==> config.mk <==
export PLATFORM = sky130hd
export DESIGN_NAME = mic1_alu
export DESIGN_NICKNAME = d
export VERILOG_FILES = /design/src/rtl/mic1_pkg.sv /design/src/rtl/mic1_alu.sv
export SDC_FILE = /design/constraint.sdc
export NUM_CORES = 1
export LEC_CHECK = 0
export BUFFER_PORTS_ARGS = -buffer_cell sky130_fd_sc_hd__buf_2
export CORE_MARGIN = 1.5
export CORE_UTILIZATION = 46
export DETAILED_ROUTE_END_ITERATION = 7
export GPL_ROUTABILITY_DRIVEN = 0
export PLACE_DENSITY = 0.71
export SETUP_SLACK_MARGIN = 0.02
export SLEW_MARGIN = 10
export SYNTH_ARGS = -nofsm -noshare
export SYNTH_HDL_FRONTEND = slang
export SYNTH_SLANG_ARGS = --single-unit
==> constraint.sdc <==
create_clock -name vclk -period 7.8
set_input_delay 1.17 -clock vclk [all_inputs]
set_output_delay 1.17 -clock vclk [all_outputs]
set_load 0.005 [all_outputs]
==> src/rtl/mic1_pkg.sv <==
// Shared types and constants for the MIC-1 microcycle data path.
package mic1_pkg;

    localparam int MEM_BYTES = 65536;
    localparam int CS_DEPTH  = 512;
    localparam int CS_AW     = $clog2(CS_DEPTH);
    localparam int MEM_AW    = $clog2(MEM_BYTES);
    localparam int ROW_AW    = MEM_AW - 2;
    localparam int ROWS      = MEM_BYTES / 4;
    localparam int LANES     = 4;

    // Bit positions inside the microinstruction fields.
    localparam int JAM_Z    = 0;
    localparam int JAM_N    = 1;
    localparam int JAM_C    = 2;
    localparam int SFT_SRA1 = 0;
    localparam int SFT_SLL8 = 1;
    localparam int ALU_INC  = 0;
    localparam int ALU_INVA = 1;
    localparam int ALU_ENB  = 2;
    localparam int ALU_ENA  = 3;
    localparam int MEM_FETCH = 0;
    localparam int MEM_READ  = 1;
    localparam int MEM_WRITE = 2;
    localparam int C_MAR = 0;
    localparam int C_MDR = 1;
    localparam int C_PC  = 2;
    localparam int C_SP  = 3;
    localparam int C_LV  = 4;
    localparam int C_CPP = 5;
    localparam int C_TOS = 6;
    localparam int C_OPC = 7;
    localparam int C_H   = 8;

    typedef enum logic [1:0] {
        REQ_CS_WRITE  = 2'd0,
        REQ_MEM_WRITE = 2'd1,
        REQ_RUN       = 2'd2,
        REQ_NOP       = 2'd3
    } req_t;

    typedef enum logic [3:0] {
        B_MDR  = 4'd0,
        B_PC   = 4'd1,
        B_MBR  = 4'd2,
        B_MBRU = 4'd3,
        B_SP   = 4'd4,
        B_LV   = 4'd5,
        B_CPP  = 4'd6,
        B_TOS  = 4'd7,
        B_OPC  = 4'd8
    } bsel_t;

    typedef enum logic [1:0] {
        ALU_OP_AND  = 2'd0,
        ALU_OP_OR   = 2'd1,
        ALU_OP_NOTB = 2'd2,
        ALU_OP_ADD  = 2'd3
    } alu_op_t;

    typedef enum logic {
        PH_IDLE = 1'b0,
        PH_MEM  = 1'b1
    } phase_t;

    typedef struct packed {
        logic [8:0] next_addr;
        logic [2:0] jam;
        logic [1:0] shift;
        logic [5:0] alu;
        logic [8:0] c_field;
        logic [2:0] mem;
        logic [3:0] b_sel;
    } microinstr_t;

    typedef struct packed {
        logic [31:0] c_bus;
        logic        n;
        logic        z;
    } alu_out_t;

    typedef struct packed {
        logic [8:0]  micro_pc;
        logic [31:0] c_bus;
        logic        n;
        logic        z;
        logic [31:0] pc;
        logic [31:0] mar;
        logic [31:0] mdr;
        logic [7:0]  mbr;
        logic [31:0] sp;
        logic [31:0] tos;
        logic [31:0] h;
    } out_item_t;

endpackage

==> src/rtl/mic1_alu.sv <==
// MIC-1 ALU, shifter and N/Z flag generation.
module mic1_alu (
    input  logic [5:0]          alu_fn,
    input  logic [1:0]          shift_fn,
    input  logic [31:0]         a_bus,
    input  logic [31:0]         b_bus,
    output mic1_pkg::alu_out_t  result
);

    logic [31:0] ea;
    logic [31:0] eb;
    logic [31:0] alu_val;
    logic [31:0] sll_val;
    logic [31:0] sft_val;
    mic1_pkg::alu_op_t op;

    always_comb
    begin
        op = mic1_pkg::alu_op_t'(alu_fn[5:4]);
        ea = alu_fn[mic1_pkg::ALU_ENA] ? a_bus : 32'd0;
        eb = alu_fn[mic1_pkg::ALU_ENB] ? b_bus : 32'd0;
        if (alu_fn[mic1_pkg::ALU_INVA])
        begin
            ea = ~ea;
        end
        unique case (op)
            mic1_pkg::ALU_OP_AND:  alu_val = ea & eb;
            mic1_pkg::ALU_OP_OR:   alu_val = ea | eb;
            mic1_pkg::ALU_OP_NOTB: alu_val = ~eb;
            mic1_pkg::ALU_OP_ADD:  alu_val = ea + eb + {31'd0, alu_fn[mic1_pkg::ALU_INC]};
            default:               alu_val = 32'd0;
        endcase
        // With both shift bits set, the left shift by eight comes first.
        sll_val = shift_fn[mic1_pkg::SFT_SLL8] ? {alu_val[23:0], 8'd0} : alu_val;
        sft_val = shift_fn[mic1_pkg::SFT_SRA1] ? {sll_val[31], sll_val[31:1]} : sll_val;
        result.c_bus = sft_val;
        result.n     = alu_val[31];
        result.z     = (alu_val == 32'd0);
    end

endmodule
Word level (Yosys, flattened, before mapping)
Cells that the tools add are included.
{ "classes": {"bitwise_logic": 4, "n_addsub": 2, "mux": 6, "eq_ne": 3, "reduce_logical": 2} }
{ "ops": {"columns": ["operator", "n"], "rows": [
  ["$mux W32", 4],
  ["$pmux W32 S4", 1],
  ["$not A32 Y32", 2],
  ["$add A32 B1 Y32", 1],
  ["$add A32 B32 Y32", 1],
  ["$and A32 B32 Y32", 1],
  ["$logic_not A32 Y1", 1],
  ["$or A32 B32 Y32", 1],
  ["$mux W31", 1],
  ["$eq A2 B2 Y1 const B", 2],
  ["$eq A2 B1 Y1 const B", 1],
  ["$logic_not A2 Y1", 1]
]} }
{ "word_totals": {"output_inout_bits": 34, "in_bits": 72, "register_bits": 0, "wordCells": 17} }

Logic depth before layout (Yosys ltp)
{ "logic_depth": {"ltp_word": 8, "depth_mapped": 16, "depth_no_buf": 15} }

Worst setup path before layout
No wires, ideal clock.
{ "synth_timing": {"kind": "input to output", "startpoint": "in alu_fn[1]", "endpoint": "out result[0] (netlist bit)", "cell_stages": 16, "slack_ns": 1.590, "path_buffers": 2, "t_arrival_ns": 5.040, "required_time_ns": 6.630, "cell_sequence": "clkbuf_1 > buf_1 > xnor2_1 > inv_1 > fa_1 > fa_1 > nand2b_1 > a21o_1 > a31o_1 > mux2i_1 > nand2_1 > or3_1 > or4_1 > nor4_1 > nand4b_1 > nor3_2"} }
{ "synth_lines": {"columns": ["element", "line", "text"], "rows": [
  ["start: declaration", "mic1_alu.sv:3", "input logic [5:0] alu_fn,"],
  ["end: declaration", "mic1_alu.sv:7", "output mic1_pkg::alu_out_t result"]
]} }

==> out/qor.txt <==
Status -> finished, final reports clean
Setup crit start kind -> input pin
Post-CTS setup buffers -> 0
Syn avg cell area -> 6.64 um^2
Hold Crit Start -> shift_fn[1]
Number of global-route vias before repair -> 5041
Site Rows -> 36
Setup CP Type -> input pin to output pin
CP peak stage delay -> 0.48 ns
Setup TNS -> 0 ns
Share of cells above drive strength 1 -> 0.181
Initial DRC count -> 450
Minimum clock period -> 6.45 ns
Seq_cells -> 0
Non-Filler Instances -> 900
Initial antenna violation count -> 0
Pre-antenna DRT Iters -> 5
Fmax -> 0.155 GHz
Pwr dens -> 90.5 nW/um^2
Hold Crit Depth -> 3
Number of synthesis warnings -> 0
Crit-path max FO -> 16
Overall Power -> 0.000471 W
Area occupied by multi-input gates -> 4170 um^2
Final Net Count -> 907
Post-Syn Area -> 4650 um^2
Post-Route Utilization -> 0.533
# Max-Cap Violations -> 0
Largest net degree at the start of global routing -> 47
CTS Hold Bufs -> 0
CP arrival -> 5.28 ns
Total grt overflow -> 0
First-pass GRT wire length -> 24.2 mm
Final setup fails -> 0
Tot GR Track Use -> 0.264
Seq/Total Area, Yosys -> 0
DRT Wirelength -> 14.7 mm
Routed vias/inst -> 5.90
Reg area -> 0 um^2
Final-layout fill cell count -> 995
Die ar. -> 10700 um^2
Final hold vios -> 0
Die X -> 104 um
Crit. End Element -> output pin
Via Count -> 5308
Slowest-stage cell, CP -> or4_1
Netlist cell types -> 59
Cells after Synth -> 700
Tightest Pin Transition -> 0.907 ns
CP Data Required Time -> 6.63 ns
Worst Hold Class -> input pin to output pin
Worst Hold Path EP -> result[3]
Initial core utilization -> 0.476
Maximum vdd drop -> 0.0390 mV
Routed WL per cell -> 16.3 um
Max-slew headroom -> 0.396
DP Cell Count -> 900
CP bufs+invs -> 3
CP startpoint -> alu_fn[1]
Slew Viols, Final -> 0
# DRC -> 0
Final worst-path cycle share -> 0.827
Number of port buffers -> 106
Synthesized Nets -> 838
Leak -> 2.70 nW
Routed Antenna Nets -> 0
I/O pin total -> 106
Antenna cells -> 0
Critical path's top delay family -> simple AND/OR/NAND/NOR gates
RSZ-0062 raised after global routing -> no
CTS resizes -> 0
Area growth from synthesis to layout -> 12.0%
Dpl hpwl -> 11.7 mm
Die height -> 104 um
CP cell instances -> buf_2, xnor2_1, inv_1, fa_1, fa_1, nand2b_1, a21o_1, a31o_1, mux2i_1, nand2_1, or3_1, or4_1, nor4_1, nand4b_1, nor3_2, buf_2
Core area -> 9770 um^2
Clock buffers -> 0
[synth_stat cells (2+ instances only)]
library cell / number / share of area
nand2_1: 117 / 0.094
inv_1: 79 / 0.064
ha_1: 64 / 0.17
a21oi_1: 51 / 0.055
xnor2_1: 46 / 0.087
nor2_1: 44 / 0.036
o21ai_0: 42 / 0.045
clkbuf_1: 24 / 0.019
mux2i_1: 24 / 0.052
mux4_2: 17 / 0.082
nor3_1: 12 / 0.013
a21o_1: 10 / 0.016
buf_1: 10 / 0.0081
buf_2: 10 / 0.011
nand3_1: 9 / 0.0097
o22ai_1: 9 / 0.012
and3_1: 8 / 0.011
nand4_1: 8 / 0.011
or3_1: 8 / 0.011
nand2b_1: 7 / 0.0094
o21ai_1: 7 / 0.0075
xor2_1: 7 / 0.013
a211oi_1: 6 / 0.0097
o211ai_1: 6 / 0.0097
o22a_1: 6 / 0.011
a211o_1: 5 / 0.0094
o21bai_1: 5 / 0.0081
o221ai_1: 5 / 0.0094
or4_1: 5 / 0.0081
a31oi_1: 4 / 0.0054
and2_1: 4 / 0.0054
o31ai_1: 4 / 0.0065
a21oi_2: 3 / 0.0057
o21a_1: 3 / 0.0048
a2111oi_0: 2 / 0.0038
and4_1: 2 / 0.0038
fa_1: 2 / 0.0086
nand4b_1: 2 / 0.0038
nor2b_1: 2 / 0.0027
nor4_1: 2 / 0.0027
[cell type report]
cell class,instances,share of cell area
Tap cell,133,0.0320
Timing Repair Buffer,111,0.109
Inverter,79,0.0570
Multi-Input combinational cell,577,0.802
[cells by family after synthesis]
| group | count (synthesis) | synth area share |
|---|---|---|
| AOI/OAI and AO/OA | 179 | 0.247 |
| xor gates and xnor gates | 53 | 0.0999 |
| buffers and inverters | 123 | 0.102 |
| and+or+nand+nor | 238 | 0.236 |
| muxes | 41 | 0.134 |
| adders and majority gates | 66 | 0.181 |
[power by group]
part	switching (W)	internal, W
combinational	0.000276	0.000196
clock	0	0
sequential	0	0
[cells in the final DEF, fill, tap and decap left out, drive strengths merged, types with 3 or more instances in the layout]
cell type,netlist,layout
a211o,5,5
a211oi,6,6
a21o,10,10
a21oi,54,54
a31oi,4,4
and2,4,4
and3,8,8
buf,20,111
ha,64,64
inv,79,79
mux2i,24,24
mux4,17,17
nand2,118,118
nand2b,7,7
nand3,9,9
nand4,8,8
nor2,44,44
nor3,13,13
o211ai,7,7
o21a,3,3
o21ai,49,49
o21bai,5,5
o221ai,5,5
o22a,6,6
o22ai,9,9
o31ai,5,5
or3,8,8
or4,5,5
xnor2,46,46
xor2,7,7
[how the worst max path moves through the flow]
stage | endpoint | slack (ns) | depth (start not counted)
finish | result[0] | 1.35 | 16
CTS | result[0] | 1.39 | 16
floorplan | result[0] | 1.59 | 16
global route | result[0] | 1.05 | 16
detailed placement | result[0] | 1.42 | 16
global placement | result[0] | 1.47 | 16
[tightest hold or removal path: stages]
cell and delay (ns):
buf_2 0.38, nor2_1 0.19, buf_2 0.11
[through the flow]
stage,setup slack (ns),area [um^2],hold slack (ns)
after global routing,1.05,5200,3.09
after CTS,1.39,5200,3.02
after global placement,1.47,5200,3.00
final,1.35,5200,3.03
after floorplan,1.59,4650,2.65
after detailed placement,1.42,5200,3.02
[routing by layer]
layer	up-vias	global-route usage	share of wire
met1	2449	0.358	0.44
li1	2577	-	-
met3	41	0.0201	0.066
met5	-	0	0
met4	0	0.0754	0.031
met2	241	0.450	0.47
(Power assumes the default switching activity.)
